[config.mk]
export PLATFORM = sky130hd
export DESIGN_NAME = gbm_quant
export DESIGN_NICKNAME = d
export VERILOG_FILES = /design/src/rtl/grayscale_block_mean_to_glyph_macros.svh /design/src/rtl/gbm_pkg.sv /design/src/rtl/gbm_quant.sv
export SDC_FILE = /design/constraint.sdc
export NUM_CORES = 1
export LEC_CHECK = 0
export ABC_AREA = 1
export BUFFER_PORTS_ARGS = -buffer_cell sky130_fd_sc_hd__clkbuf_2
export CORE_UTILIZATION = 51
export DETAILED_ROUTE_END_ITERATION = 10
export PLACE_DENSITY = 0.7
export SETUP_SLACK_MARGIN = 0.4
export SKIP_LAST_GASP = 1
export SYNTH_ARGS = -nofsm -noshare
export SYNTH_HDL_FRONTEND = slang
export SYNTH_SLANG_ARGS = --single-unit
export TNS_END_PERCENT = 30
[constraint.sdc]
create_clock -name clk -period 5.15 [get_ports clk]
set_input_delay 0.515 -clock clk [delete_from_list [all_inputs] [get_ports clk]]
set_output_delay 0.515 -clock clk [all_outputs]
set_load 0.01 [all_outputs]
[src/rtl/grayscale_block_mean_to_glyph_macros.svh]
// Assertion macros used by the top level of the glyph generator RTL.
`ifndef GRAYSCALE_BLOCK_MEAN_TO_GLYPH_MACROS_SVH
`define GRAYSCALE_BLOCK_MEAN_TO_GLYPH_MACROS_SVH

// Same-cycle implication, checked on every clock edge outside reset.
`define GBM_ASSERT_NOW(lbl, ante, cons, msg) \
  lbl: assert property (@(posedge clk) disable iff (!rst_n) (ante) |-> (cons)) \
    else $error(msg);

// Next-cycle implication, checked on every clock edge outside reset.
`define GBM_ASSERT_NEXT(lbl, ante, cons, msg) \
  lbl: assert property (@(posedge clk) disable iff (!rst_n) (ante) |=> (cons)) \
    else $error(msg);

`endif

[src/rtl/gbm_pkg.sv]
// Shared constants, types and lookup tables of the block-mean glyph generator.
package gbm_pkg;

  localparam int MAX_WIDTH   = 1024;
  localparam int MAX_HEIGHT  = 4096;
  localparam int WIDTH_W     = 11;
  localparam int HEIGHT_W    = 13;
  localparam int COL_W       = 10;
  localparam int ROW_W       = 12;
  localparam int SUM_DEPTH   = MAX_WIDTH / 2;
  localparam int ADDR_W      = $clog2(SUM_DEPTH);
  localparam int PIX_W       = 8;
  localparam int DELTA_W     = PIX_W + 1;
  localparam int SUM_W       = 12;
  localparam int CNT_W       = 4;
  localparam int RECIP_W     = 17;
  localparam int FRAC_SHIFT  = 16;
  localparam int LEVEL_SHIFT = 4;
  localparam int LEVEL_W     = 4;
  localparam int GLYPH_W     = 7;
  localparam int QDEPTH      = 8;
  localparam int QPTR_W      = $clog2(QDEPTH);
  localparam int CFG_IDX_W   = 1;
  localparam int CFG_DATA_W  = HEIGHT_W;
  localparam int OUT_DATA_W  = 16;

  localparam logic [WIDTH_W-1:0]  WIDTH_RESET  = WIDTH_W'(640);
  localparam logic [HEIGHT_W-1:0] HEIGHT_RESET = HEIGHT_W'(480);

  typedef enum logic [CFG_IDX_W-1:0] {
    REG_IMAGE_WIDTH  = 1'b0,
    REG_IMAGE_HEIGHT = 1'b1
  } cfg_reg_t;

  // One accepted pixel, as it goes to the sum memories.
  typedef struct packed {
    logic               vld;
    logic [ADDR_W-1:0]  addr;
    logic [DELTA_W-1:0] delta;
    logic               cur_bank;
    logic               wr_next;
    logic               emit;
    logic [CNT_W-1:0]   pixels;
    logic               line_end;
    logic               frame_end;
  } pix_item_t;

  typedef struct packed {
    logic              en;
    logic [ADDR_W-1:0] addr;
  } clr_cmd_t;

  typedef struct packed {
    logic             vld;
    logic [SUM_W-1:0] sum;
    logic [CNT_W-1:0] pixels;
    logic             line_end;
    logic             frame_end;
  } sum_res_t;

  typedef struct packed {
    logic               frame_end;
    logic               line_end;
    logic [LEVEL_W-1:0] level;
    logic [GLYPH_W-1:0] glyph;
  } glyph_item_t;

  // ceil(2^16 / n): exact floor division for sums below 4096.
  function automatic logic [RECIP_W-1:0] recip_lut(input logic [CNT_W-1:0] n);
    logic [RECIP_W-1:0] r;
    case (n)
      4'd1:    r = 17'd65536;
      4'd2:    r = 17'd32768;
      4'd3:    r = 17'd21846;
      4'd4:    r = 17'd16384;
      4'd5:    r = 17'd13108;
      4'd6:    r = 17'd10923;
      4'd7:    r = 17'd9363;
      4'd8:    r = 17'd8192;
      4'd9:    r = 17'd7282;
      4'd10:   r = 17'd6554;
      4'd11:   r = 17'd5958;
      4'd12:   r = 17'd5462;
      4'd13:   r = 17'd5042;
      4'd14:   r = 17'd4682;
      4'd15:   r = 17'd4370;
      default: r = '0;
    endcase
    return r;
  endfunction

  // Glyph ramp from darkest to brightest: " .,:;-~=+^*#%8$@".
  function automatic logic [GLYPH_W-1:0] glyph_lut(input logic [LEVEL_W-1:0] lvl);
    logic [GLYPH_W-1:0] g;
    case (lvl)
      4'd0:    g = 7'd32;
      4'd1:    g = 7'd46;
      4'd2:    g = 7'd44;
      4'd3:    g = 7'd58;
      4'd4:    g = 7'd59;
      4'd5:    g = 7'd45;
      4'd6:    g = 7'd126;
      4'd7:    g = 7'd61;
      4'd8:    g = 7'd43;
      4'd9:    g = 7'd94;
      4'd10:   g = 7'd42;
      4'd11:   g = 7'd35;
      4'd12:   g = 7'd37;
      4'd13:   g = 7'd56;
      4'd14:   g = 7'd36;
      4'd15:   g = 7'd64;
      default: g = 7'd32;
    endcase
    return g;
  endfunction

endpackage

[src/rtl/gbm_quant.sv]
// Mean by reciprocal multiply, level and glyph lookup, and the output queue.
module gbm_quant
  import gbm_pkg::*;
(
  input  logic        clk,
  input  logic        rst_n,
  input  sum_res_t    res,
  output logic        room,
  output logic        out_tvalid,
  input  logic        out_tready,
  output glyph_item_t out_item
);

  logic                     s2_vld_r;
  logic [SUM_W-1:0]         s2_sum_r;
  logic [RECIP_W-1:0]       s2_recip_r;
  logic                     s2_line_r, s2_frame_r;
  logic                     s3_vld_r;
  logic [LEVEL_W-1:0]       s3_level_r;
  logic                     s3_line_r, s3_frame_r;

  glyph_item_t              q_mem_r [QDEPTH];
  logic [QPTR_W-1:0]        wr_ptr_r, rd_ptr_r;
  logic [QPTR_W:0]          cnt_r, cnt_nxt;
  logic [QPTR_W+1:0]        pending;
  logic [SUM_W+RECIP_W-1:0] prod;
  glyph_item_t              push_item;
  logic                     pop;

  assign prod = s2_sum_r * s2_recip_r;

  // Every result already in flight must find a queue slot, plus the one a new pixel may add.
  assign pending = (QPTR_W+2)'(cnt_r) + (QPTR_W+2)'(s2_vld_r) + (QPTR_W+2)'(s3_vld_r)
                 + (QPTR_W+2)'(res.vld);
  assign room    = pending < (QPTR_W+2)'(QDEPTH);

  always_comb begin
    push_item.frame_end = s3_frame_r;
    push_item.line_end  = s3_line_r;
    push_item.level     = s3_level_r;
    push_item.glyph     = glyph_lut(s3_level_r);
  end

  assign out_tvalid = (cnt_r != '0);
  assign out_item   = q_mem_r[rd_ptr_r];
  assign pop        = out_tvalid && out_tready;

  always_comb begin
    cnt_nxt = cnt_r;
    if (s3_vld_r && !pop) begin
      cnt_nxt = cnt_r + (QPTR_W+1)'(1);
    end else if (!s3_vld_r && pop) begin
      cnt_nxt = cnt_r - (QPTR_W+1)'(1);
    end
  end

  always_ff @(posedge clk) begin
    s2_sum_r   <= res.sum;
    s2_recip_r <= recip_lut(res.pixels);
    s2_line_r  <= res.line_end;
    s2_frame_r <= res.frame_end;
    s3_level_r <= prod[FRAC_SHIFT+LEVEL_SHIFT +: LEVEL_W];
    s3_line_r  <= s2_line_r;
    s3_frame_r <= s2_frame_r;
    if (s3_vld_r) begin
      q_mem_r[wr_ptr_r] <= push_item;
    end
    if (!rst_n) begin
      s2_vld_r <= 1'b0;
      s3_vld_r <= 1'b0;
      wr_ptr_r <= '0;
      rd_ptr_r <= '0;
      cnt_r    <= '0;
    end else begin
      s2_vld_r <= res.vld;
      s3_vld_r <= s2_vld_r;
      cnt_r    <= cnt_nxt;
      if (s3_vld_r) begin
        wr_ptr_r <= wr_ptr_r + QPTR_W'(1);
      end
      if (pop) begin
        rd_ptr_r <= rd_ptr_r + QPTR_W'(1);
      end
    end
  end

endmodule

==> out/summary.txt <==
setup TNS = 0 ns
CTS Buf Count = 17
Post-Synth XOR/XNOR Area = 0.436%
EDFF count, synth = 104
Worst Path Max Fanout = 5
nets = 1637
Critical Path RT = 5.48 ns
Int Power = 4.02 mW
Post-Synthesis Cells = 1346
final core area utilization = 61.0%
cell area after synthesis = 12000 um^2
VDD IR max = 393 uV
Ant. Diodes = 0
outcome = finished, final reports clean
top cells by area, synth = edfxtp_1, fa_1, dfxtp_1
met2 WL = 13.5 mm
Tot GR Track Use = 22.7%
DIE WIDTH = 156 um
relative slew slack = 36.0%
Post-Synth Adder-Cell Area = 30.0%
vias in the first global route = 8950
Syn Nets = 1571
first-pass GRT wire length = 42.6 mm
Routed Antenna Nets = 0
vias = 8799
metal3 WL = 1.05 mm
top sig layer = met4
CP max stage cell = fa_1
final hold slack = 0.168 ns
Async S/R FF share, synth = 0%
DRC Markers = 0
initial antenna violation count = 0
CTS tree = done
clock-pin slew on the worst setup and hold paths = 0.08 ns
Final Skew = 0.0136 ns
# Max-Cap Violations = 0
RSZ-0062 raised after global routing = true
Compound-Gate Fraction of Synth Area = 6.39%
Unique masters post-synth = 44
Comb pwr share = 58.1%
layout cells sized above 1 = 16.9%
Area Overhead vs Synth = 16.1%
Die ar. = 24200 um^2
Final min period = 5.02 ns
clock root cell = clkbuf_16
Slew Viols, Final = 0
post-synth top area share = 25.9%
mux cell area share after synthesis = 0%
switching power = 3.28 mW
Synth Area per Inst = 8.95 um^2
leakage = 6.75 nW
register area share after synthesis = 35.7%
post-DP HPWL = 18.3 mm
Yosys reg bits = 163
Sequential Power Share = 23.9%
Hold WC Path Type = primary input to register
Crit path arrival time = 5.35 ns
# clock sinks = 163
fin crit share = 97.5%
CP peak stage delay = 0.55 ns
CP endpoint kind = register
DRT Pass-1 Iters = 5
dominant cell type by area after synthesis = edfxtp_1
Syn. warnings = 0
Pwr per Cell Area = 522 nW/um^2
Synth Area in Simple Gates = 16.4%
M1 wire length = 11.2 mm
I/O pin cnt = 37
top_reg_cell synth = edfxtp_1
DR WL/cell = 15.1 um
fill count = 1935
Final Hold Viols = 0
maximum number of pins on one net before global-route repair = 54
Starting Density = 52.6%
# setup viols final = 0
worst slew pin tran = 0.959 ns
Startpoint Class = register
Clock power frac = 18.0%
Vias/cell = 5.06
largest family of logic cells by synthesized area = adder cells
core area = 22900 um^2
gp weighted congestion = 0.866
clk_lat worst skew = 0.44 ns
commonest non-fill, non-tap cell in the layout = nand2_1
most frequent cells in the layout = nand2_1, inv_1, fa_1
Buffers on Ports = 36
H-tree depth = 4
DRT iter0 DRCs = 530
Crit Path Class = register to register
Remaining Overflow, GRT = 0
die height = 156 um
routed wire length = 26.3 mm
Fmax = 199 MHz
clk buf depth = 2
# rows = 55
sw frac = 44.9%
[final timing paths]
path	startpoint	end	slack, ns	depth (start not counted)
setup / recovery	s2_sum_r[6]	push_item[0]	0.13	28
hold / removal	res[1]	s2_line_r	0.17	1
setup reg to reg	s2_sum_r[6]	push_item[0]	0.13	28
hold reg to reg	s2_line_r	s3_line_r	0.34	0
[routing by layer]
metal / track usage, % / up-vias
met5: 0 / -
met1: 27.2 / 4276
met3: 3.44 / 51
met2: 41.4 / 242
li1: - / 4230
met4: 7.61 / 0
[worst max-delay path: cells and delay by family (launching register included)]
family          cells  cell delay [ns]
flops               1             0.39
fa+ha+maj           7             3.07
buf+inv             8             0.46
simple gates       12             0.93
compound gates      1             0.05
[power groups by stage]
stage / sequential (mW) / combinational, mW / clock, mW
2_1_floorplan: 1.70 / 2.83 / 0
3_3_place_gp: 1.77 / 3.72 / 0
3_5_place_dp: 1.77 / 3.81 / 0
4_1_cts: 1.74 / 3.99 / 1.34
5_1_grt: 1.76 / 4.84 / 1.39
6_report: 1.74 / 4.24 / 1.32
[Yosys cell counts (4+ instances only)]
library cell,instances
nand2_4,4
edfxtp_1,104
a31oi_1,15
o22ai_1,14
ha_1,60
fa_1,143
nand2_1,305
nand3_1,16
clkbuf_1,52
o21ai_0,74
nor2_1,129
nand4_1,5
inv_1,281
a21oi_1,28
nand2_2,7
dfxtp_1,59
[sequential cells by signal (all words and copies together) (netlist names), 3 cells and up, named ones only]
name        flops
s2_sum_r       12
rd_ptr_r        3
cnt_r           4
wr_ptr_r        3
s2_recip_r     17
push_item       7
q_mem_r       104
s3_level_r      4
[cell type report]
type | instances | area (um^2) | area share, %
Clock inverter | 15 | 191 | 1.37
Inverter | 286 | 1080 | 7.73
Sequential cell | 163 | 4350 | 31.1
Multi-Input combinational cell | 837 | 6700 | 47.9
Tap cell | 313 | 392 | 2.80
Timing Repair Buffer | 107 | 847 | 6.06
Clock buffer | 17 | 425 | 3.04
[cells by family after synthesis]
kind of cell | after synthesis
and+or+nand+nor | 487
buffers and inverters | 346
DFF | 163
adders and majority gates | 203
AOI/OAI and AO/OA | 141
xor gates and xnor gates | 6
[timing repair]
item                                    in CTS  in global routing
cloned                                       0                  2
hold buffers                                 0                  0
gates resized for setup                     29                 39
pin swaps                                    9                 26
setup buffers                               16                  5
endpoints found under the setup margin      10                 11
[per-stage QoR]
step / cell area [um^2] / instances / worst slack (ns) / power [mW]
4_1_cts: 13800 / 1731 / 0.126 / 7.06
5_1_grt: 14000 / 1738 / -0.113 / 7.99
3_3_place_gp: 13000 / 1683 / 0.0637 / 5.49
3_5_place_dp: 13000 / 1683 / -0.00484 / 5.58
6_report: 14000 / 1738 / 0.128 / 7.30
2_1_floorplan: 12300 / 1346 / 0.278 / 4.53
No activity file was read; power rests on OpenSTA's default activity.
