## src/rtl/grayscale_block_mean_to_glyph_macros.svh

```systemverilog
// Assertion macros used by the top level of the glyph generator RTL.
`ifndef GRAYSCALE_BLOCK_MEAN_TO_GLYPH_MACROS_SVH
`define GRAYSCALE_BLOCK_MEAN_TO_GLYPH_MACROS_SVH

// Same-cycle implication, checked on every clock edge outside reset.
`define GBM_ASSERT_NOW(lbl, ante, cons, msg) \
  lbl: assert property (@(posedge clk) disable iff (!rst_n) (ante) |-> (cons)) \
    else $error(msg);

// Next-cycle implication, checked on every clock edge outside reset.
`define GBM_ASSERT_NEXT(lbl, ante, cons, msg) \
  lbl: assert property (@(posedge clk) disable iff (!rst_n) (ante) |=> (cons)) \
    else $error(msg);

`endif

```

## src/rtl/gbm_pkg.sv

```systemverilog
// Shared constants, types and lookup tables of the block-mean glyph generator.
package gbm_pkg;

  localparam int MAX_WIDTH   = 1024;
  localparam int MAX_HEIGHT  = 4096;
  localparam int WIDTH_W     = 11;
  localparam int HEIGHT_W    = 13;
  localparam int COL_W       = 10;
  localparam int ROW_W       = 12;
  localparam int SUM_DEPTH   = MAX_WIDTH / 2;
  localparam int ADDR_W      = $clog2(SUM_DEPTH);
  localparam int PIX_W       = 8;
  localparam int DELTA_W     = PIX_W + 1;
  localparam int SUM_W       = 12;
  localparam int CNT_W       = 4;
  localparam int RECIP_W     = 17;
  localparam int FRAC_SHIFT  = 16;
  localparam int LEVEL_SHIFT = 4;
  localparam int LEVEL_W     = 4;
  localparam int GLYPH_W     = 7;
  localparam int QDEPTH      = 8;
  localparam int QPTR_W      = $clog2(QDEPTH);
  localparam int CFG_IDX_W   = 1;
  localparam int CFG_DATA_W  = HEIGHT_W;
  localparam int OUT_DATA_W  = 16;

  localparam logic [WIDTH_W-1:0]  WIDTH_RESET  = WIDTH_W'(640);
  localparam logic [HEIGHT_W-1:0] HEIGHT_RESET = HEIGHT_W'(480);

  typedef enum logic [CFG_IDX_W-1:0] {
    REG_IMAGE_WIDTH  = 1'b0,
    REG_IMAGE_HEIGHT = 1'b1
  } cfg_reg_t;

  // One accepted pixel, as it goes to the sum memories.
  typedef struct packed {
    logic               vld;
    logic [ADDR_W-1:0]  addr;
    logic [DELTA_W-1:0] delta;
    logic               cur_bank;
    logic               wr_next;
    logic               emit;
    logic [CNT_W-1:0]   pixels;
    logic               line_end;
    logic               frame_end;
  } pix_item_t;

  typedef struct packed {
    logic              en;
    logic [ADDR_W-1:0] addr;
  } clr_cmd_t;

  typedef struct packed {
    logic             vld;
    logic [SUM_W-1:0] sum;
    logic [CNT_W-1:0] pixels;
    logic             line_end;
    logic             frame_end;
  } sum_res_t;

  typedef struct packed {
    logic               frame_end;
    logic               line_end;
    logic [LEVEL_W-1:0] level;
    logic [GLYPH_W-1:0] glyph;
  } glyph_item_t;

  // ceil(2^16 / n): exact floor division for sums below 4096.
  function automatic logic [RECIP_W-1:0] recip_lut(input logic [CNT_W-1:0] n);
    logic [RECIP_W-1:0] r;
    case (n)
      4'd1:    r = 17'd65536;
      4'd2:    r = 17'd32768;
      4'd3:    r = 17'd21846;
      4'd4:    r = 17'd16384;
      4'd5:    r = 17'd13108;
      4'd6:    r = 17'd10923;
      4'd7:    r = 17'd9363;
      4'd8:    r = 17'd8192;
      4'd9:    r = 17'd7282;
      4'd10:   r = 17'd6554;
      4'd11:   r = 17'd5958;
      4'd12:   r = 17'd5462;
      4'd13:   r = 17'd5042;
      4'd14:   r = 17'd4682;
      4'd15:   r = 17'd4370;
      default: r = '0;
    endcase
    return r;
  endfunction

  // Glyph ramp from darkest to brightest: " .,:;-~=+^*#%8$@".
  function automatic logic [GLYPH_W-1:0] glyph_lut(input logic [LEVEL_W-1:0] lvl);
    logic [GLYPH_W-1:0] g;
    case (lvl)
      4'd0:    g = 7'd32;
      4'd1:    g = 7'd46;
      4'd2:    g = 7'd44;
      4'd3:    g = 7'd58;
      4'd4:    g = 7'd59;
      4'd5:    g = 7'd45;
      4'd6:    g = 7'd126;
      4'd7:    g = 7'd61;
      4'd8:    g = 7'd43;
      4'd9:    g = 7'd94;
      4'd10:   g = 7'd42;
      4'd11:   g = 7'd35;
      4'd12:   g = 7'd37;
      4'd13:   g = 7'd56;
      4'd14:   g = 7'd36;
      4'd15:   g = 7'd64;
      default: g = 7'd32;
    endcase
    return g;
  endfunction

endpackage

```

## src/rtl/gbm_ctrl.sv

```systemverilog
// Configuration registers, raster counters, window addressing and memory clear sequencing.
module gbm_ctrl
  import gbm_pkg::*;
(
  input  logic                  clk,
  input  logic                  rst_n,
  input  logic                  in_tvalid,
  output logic                  in_tready,
  input  logic [PIX_W-1:0]      pixel_value,
  input  logic                  room,
  input  logic                  cfg_wr_en,
  input  logic [CFG_IDX_W-1:0]  cfg_index,
  input  logic [CFG_DATA_W-1:0] cfg_wr_data,
  output pix_item_t             item,
  output clr_cmd_t              clr
);

  logic [WIDTH_W-1:0]  width_r, width_nxt;
  logic [HEIGHT_W-1:0] height_r, height_nxt;
  logic [COL_W-1:0]    col_r, col_nxt;
  logic [ROW_W-1:0]    row_r, row_nxt;
  logic                sel_r, sel_nxt;
  logic [PIX_W-1:0]    carry_r, carry_nxt;
  logic                clr_en_r, clr_en_nxt;
  logic [ADDR_W-1:0]   clr_addr_r, clr_addr_nxt;

  logic [WIDTH_W-1:0]  w_eff;
  logic [HEIGHT_W-1:0] h_eff;
  logic                accept;
  logic                last_col;
  logic                last_row;
  logic                band_end;
  logic [2:0]          rows_n;
  logic [1:0]          cols_n;
  logic [4:0]          pix_prod;
  logic [DELTA_W-1:0]  delta;

  assign w_eff = (width_r == '0) ? WIDTH_W'(1) :
                 (width_r > WIDTH_W'(MAX_WIDTH)) ? WIDTH_W'(MAX_WIDTH) : width_r;
  assign h_eff = (height_r == '0) ? HEIGHT_W'(1) :
                 (height_r > HEIGHT_W'(MAX_HEIGHT)) ? HEIGHT_W'(MAX_HEIGHT) : height_r;

  assign in_tready = !clr_en_r && room;
  assign accept    = in_tvalid && in_tready;

  assign last_col = ({1'b0, col_r} + WIDTH_W'(1)) >= w_eff;
  assign last_row = ({1'b0, row_r} + HEIGHT_W'(1)) >= h_eff;
  assign band_end = (row_r[1:0] == 2'd3);

  // Window extent: the first band and the first column pair have no row or column above/left.
  assign rows_n   = (row_r[ROW_W-1:2] == '0) ? ({1'b0, row_r[1:0]} + 3'd1)
                                             : ({1'b0, row_r[1:0]} + 3'd2);
  assign cols_n   = (col_r[COL_W-1:1] == '0) ? ({1'b0, col_r[0]} + 2'd1)
                                             : ({1'b0, col_r[0]} + 2'd2);
  assign pix_prod = 5'(rows_n) * 5'(cols_n);

  // An odd column also belongs to the next window; it is added together with the even
  // column that follows, so that each pixel updates one address in one or both sum memories.
  assign delta = (col_r[0] || (col_r == '0)) ? {1'b0, pixel_value}
                                             : ({1'b0, pixel_value} + {1'b0, carry_r});

  always_comb begin
    item.vld       = accept;
    item.addr      = col_r[COL_W-1:1];
    item.delta     = delta;
    item.cur_bank  = sel_r;
    item.wr_next   = band_end && !last_row;
    item.emit      = (band_end || last_row) && (col_r[0] || last_col);
    item.pixels    = pix_prod[CNT_W-1:0];
    item.line_end  = last_col;
    item.frame_end = last_col && last_row;
  end

  assign clr.en   = clr_en_r;
  assign clr.addr = clr_addr_r;

  always_comb begin
    width_nxt    = width_r;
    height_nxt   = height_r;
    col_nxt      = col_r;
    row_nxt      = row_r;
    sel_nxt      = sel_r;
    carry_nxt    = carry_r;
    clr_en_nxt   = clr_en_r;
    clr_addr_nxt = clr_addr_r;
    if (cfg_wr_en) begin
      case (cfg_reg_t'(cfg_index))
        REG_IMAGE_WIDTH:  width_nxt  = cfg_wr_data[WIDTH_W-1:0];
        REG_IMAGE_HEIGHT: height_nxt = cfg_wr_data[HEIGHT_W-1:0];
        default: ;
      endcase
      col_nxt      = '0;
      row_nxt      = '0;
      sel_nxt      = 1'b0;
      clr_en_nxt   = 1'b1;
      clr_addr_nxt = '0;
    end else begin
      if (clr_en_r) begin
        clr_addr_nxt = clr_addr_r + ADDR_W'(1);
        if (clr_addr_r == '1) begin
          clr_en_nxt = 1'b0;
        end
      end
      if (accept) begin
        if (col_r[0]) begin
          carry_nxt = pixel_value;
        end
        if (last_col) begin
          col_nxt = '0;
          if (last_row) begin
            row_nxt = '0;
          end else begin
            row_nxt = row_r + ROW_W'(1);
            // The next band's partial sums become the current ones.
            if (band_end) begin
              sel_nxt = !sel_r;
            end
          end
        end else begin
          col_nxt = col_r + COL_W'(1);
        end
      end
    end
  end

  always_ff @(posedge clk) begin
    carry_r <= carry_nxt;
    if (!rst_n) begin
      width_r    <= WIDTH_RESET;
      height_r   <= HEIGHT_RESET;
      col_r      <= '0;
      row_r      <= '0;
      sel_r      <= 1'b0;
      clr_en_r   <= 1'b1;
      clr_addr_r <= '0;
    end else begin
      width_r    <= width_nxt;
      height_r   <= height_nxt;
      col_r      <= col_nxt;
      row_r      <= row_nxt;
      sel_r      <= sel_nxt;
      clr_en_r   <= clr_en_nxt;
      clr_addr_r <= clr_addr_nxt;
    end
  end

endmodule

```

## config.mk

```make
export PLATFORM = sky130hd
export DESIGN_NAME = gbm_ctrl
export DESIGN_NICKNAME = d
export VERILOG_FILES = /design/src/rtl/grayscale_block_mean_to_glyph_macros.svh /design/src/rtl/gbm_pkg.sv /design/src/rtl/gbm_ctrl.sv
export SDC_FILE = /design/constraint.sdc
export NUM_CORES = 1
export LEC_CHECK = 0
export BUFFER_PORTS_ARGS = -buffer_cell sky130_fd_sc_hd__buf_2
export CORE_ASPECT_RATIO = 1.1
export CORE_UTILIZATION = 50
export DETAILED_ROUTE_END_ITERATION = 7
export PLACE_DENSITY = 0.82
export SYNTH_ARGS = -nofsm -noshare
export SYNTH_HDL_FRONTEND = slang
export SYNTH_SLANG_ARGS = --single-unit
```

## constraint.sdc

```tcl
create_clock -name clk -period 4.9 [get_ports clk]
set_input_delay 0.735 -clock clk [delete_from_list [all_inputs] [get_ports clk]]
set_output_delay 0.735 -clock clk [all_outputs]
set_load 0.05 [all_outputs]
```

==> impl_metrics.json <==
{
  "wl_per_cell_um": 14.2,
  "fmax_mhz": 235,
  "maxSlewViolCount": 0,
  "p_int_mw": 0.888,
  "path_clk_slew_ps": 70,
  "dieArea_um2": 8910,
  "numClockSinks": 65,
  "synth_compound_area_share_pct": 16.5,
  "syn_area_um2": 4270,
  "synthAdderAreaFrac_pct": 12.4,
  "rsz0062_at_grt": "false",
  "finalSetupViolCount": 0,
  "routed-via-count": 3844,
  "share_clk_of_total_power_pct": 43.7,
  "wirelength_um": 9710,
  "path_cells": "ha_1, nand3_2, or2_0, nor2_1, xor2_1, ha_1, a21oi_1, nor2_1, a211oi_2, nand3_1, nor2_1, a21oi_1, buf_2",
  "critPathMaxStageDelay_ps": 470,
  "holdPathEnd": "width_r[3]",
  "place_area_um2": 4530,
  "cp_max_fo": 8,
  "core-area_um2": 8320,
  "rows": 35,
  "drcViolationCount": 2,
  "finalSetupTns_ps": 0,
  "post-route-period-util_pct": 87.0,
  "avgViaCountPerCell": 5.62,
  "pwr-share-seq_pct": 46.7,
  "hp-class": "reg2reg",
  "insertedDiodeCount": 0,
  "wl_met3_um": 665,
  "first_global_vias": 3584,
  "grt_max_degree": 27,
  "hold_viol_final": 0,
  "finalInstanceArea_um2": 4760,
  "antenna_found_initial": 0,
  "powerDensity_nw_per_um2": 251,
  "ios": 66,
  "globalplace.congestion": 0.887,
  "power_mw": 1.20,
  "grt-ovfl-total": 0,
  "whs_ps": 484,
  "hold_path_depth": 2,
  "cts_resized": 0,
  "ctsHoldBuffers": 0,
  "clock-root-buffer": "clkbuf_8",
  "cts_buffers": 9,
  "switchingPower_mw": 0.309,
  "drv_cap": 0,
  "crit_required_ps": 4160,
  "finalNetCount": 636,
  "htree_levels": 3,
  "wl_met2_um": 4320,
  "synthXorXnorAreaFrac_pct": 5.54,
  "synth.distinct_cells": 58,
  "rr_worst_depth": 12,
  "dr.pass1.iters": 7,
  "top_layer_used": "met4",
  "p_sw_share_pct": 25.8,
  "crit_type": "reg2out",
  "p_leak_nw": 2.09,
  "synth_mux_area_share_pct": 0.732,
  "synth_top_family_by_area": "simple AND/OR/NAND/NOR gates",
  "cp_common_cell": "nor2_1",
  "postSynthAreaPerCell_um2": 8.13,
  "die_w_um": 90.1,
  "port_buffers": 65,
  "synth_seq_cells": 65,
  "max_slew.worst_pin.slew_ps": 1200,
  "area_delta_synth_final_pct": 11.5,
  "r2r-start": "row_r[0]",
  "irDropWorstVdd_v": 0.000188,
  "wl_met1_um": 4460,
  "arrival_ps": 3530,
  "instances_no_fill": 684,
  "start_util_pct": 51.3,
  "drt_iter0_drc": 266,
  "min_from": "width_r[3]",
  "cts_max_path_buffers": 2,
  "clock_latency_ps": 350,
  "skew_ps": 19.6,
  "pre_cts_ws_ps": 1100,
  "die_h_um": 98.9,
  "outcome": "finished, violations left",
  "syn_nets": 593,
  "ff2ff_setup_slack_ps": 1070,
  "pwr-share-comb_pct": 9.7,
  "setup_slack_ps": 639,
  "layout_commonest_cell": "nand2_1",
  "dp_hpwl_um": 7160,
  "yosysWarnings": 0,
  "mostFrequentLayoutCells": "nand2_1 (107), buf_2 (65), dfxtp_1 (57)",
  "slew_headroom_pct": 19.3,
  "grtUsageTotal_pct": 22.6,
  "antenna_left": 0,
  "dp_cells": 668,
  "violations": "design-rule violations",
  "ys.flop_type": "dfxtp_1",
  "postLayoutCoreUtil_pct": 57.2,
  "fin_crit_ps": 4260,
  "cp-start-kind": "flip-flop",
  "drive_above_1_share_pct": 17.1,
  "ys_seq_area_share_pct": 32.3,
  "synth_edf_count": 8,
  "syn_inst": 525,
  "tritoncts": "done",
  "post_cts_buffers": 0,
  "endpoint_kind": "primary output",
  "async_flop_share_pct": 0,
  "r2r-end": "row_r[4]",
  "cp_slowest_cell": "dfxtp_1",
  "fillCellCount": 741,
  "grt_pass1_wl_um": 16500,
  "yosys.area_share.simple_pct": 25.9
}
-- layer usage --
layer,GRT usage (%),vias up
li1,-,1916
met1,29.7,1757
met2,35.6,145
met3,5.56,26
met4,9.06,0
met5,0,-
-- power groups by stage --
stage          logic [mW]  registers, mW  clock network, mW
2_1_floorplan      0.0798          0.570                  0
3_3_place_gp        0.112          0.570                  0
3_5_place_dp        0.115          0.570                  0
4_1_cts             0.116          0.558              0.526
5_1_grt             0.131          0.559              0.550
6_report            0.116          0.558              0.522
-- kinds of logic (layout without fill, tap and decap cells) --
kind of cell | after synthesis | after routing
compound gates | 104 | 104
fa+ha+maj | 41 | 41
simple gates | 233 | 233
xor+xnor | 27 | 27
flops | 65 | 65
buf+inv | 52 | 100
mux | 3 | 3
-- area by class of cell --
class                   count  area, um2  area share, %
repair buffers             66        333           6.99
clock inverters             4       56.3           1.18
clock buffers              12        176           3.71
flip-flops and latches     65       1380           29.0
inverters                  18       70.1           1.47
multi-input cells         408       2610           54.7
well taps                 111        139           2.92
-- registers in the layout, summed over array words and instances (netlist names) --
name        flops
sel_r           1
clr_en_r        1
carry_r         8
width_r        11
row_r          12
height_r       13
clr_addr_r      9
col_r          10
-- how the worst max path moves through the flow --
| stage | slack, ps | from | end |
|---|---|---|---|
| global route | 340 | row_r[0] | item[6] |
| CTS | 690 | row_r[0] | item[6] |
| global placement | 1250 | row_r[0] | item[6] |
| detailed placement | 1100 | row_r[0] | item[6] |
| finish | 640 | row_r[0] | item[6] |
| floorplan | 690 | pixel_value[0] | item[15] |
-- synthesized netlist by cell type, drive strengths merged (7+ instances only) --
master / count / area share [%]
nand3: 28 / 3.5
and2: 9 / 1.4
a21boi: 18 / 3.2
and3: 7 / 1.0
a32oi: 8 / 1.6
xor2: 15 / 3.1
dfxtp: 57 / 27
nor2: 33 / 2.9
nand2: 109 / 9.7
buf: 21 / 3.8
a21oi: 23 / 2.7
xnor2: 12 / 2.5
nor4: 7 / 1.0
inv: 16 / 1.5
o31ai: 7 / 1.2
ha: 39 / 11
edfxtp: 8 / 5.6
nor2b: 9 / 1.5
clkbuf: 13 / 1.2
o21ai: 25 / 2.9
-- worst max-delay path: cells and delay by family, from the launching register on --
family	cells	cell delay (ps)
adders and majority gates	2	590
AOI/OAI and AO/OA	3	420
xor gates and xnor gates	1	210
buffers and inverters	1	220
and+or+nand+nor	6	1250
DFF	1	470
Note: power is estimated with default switching activity, not from simulation.
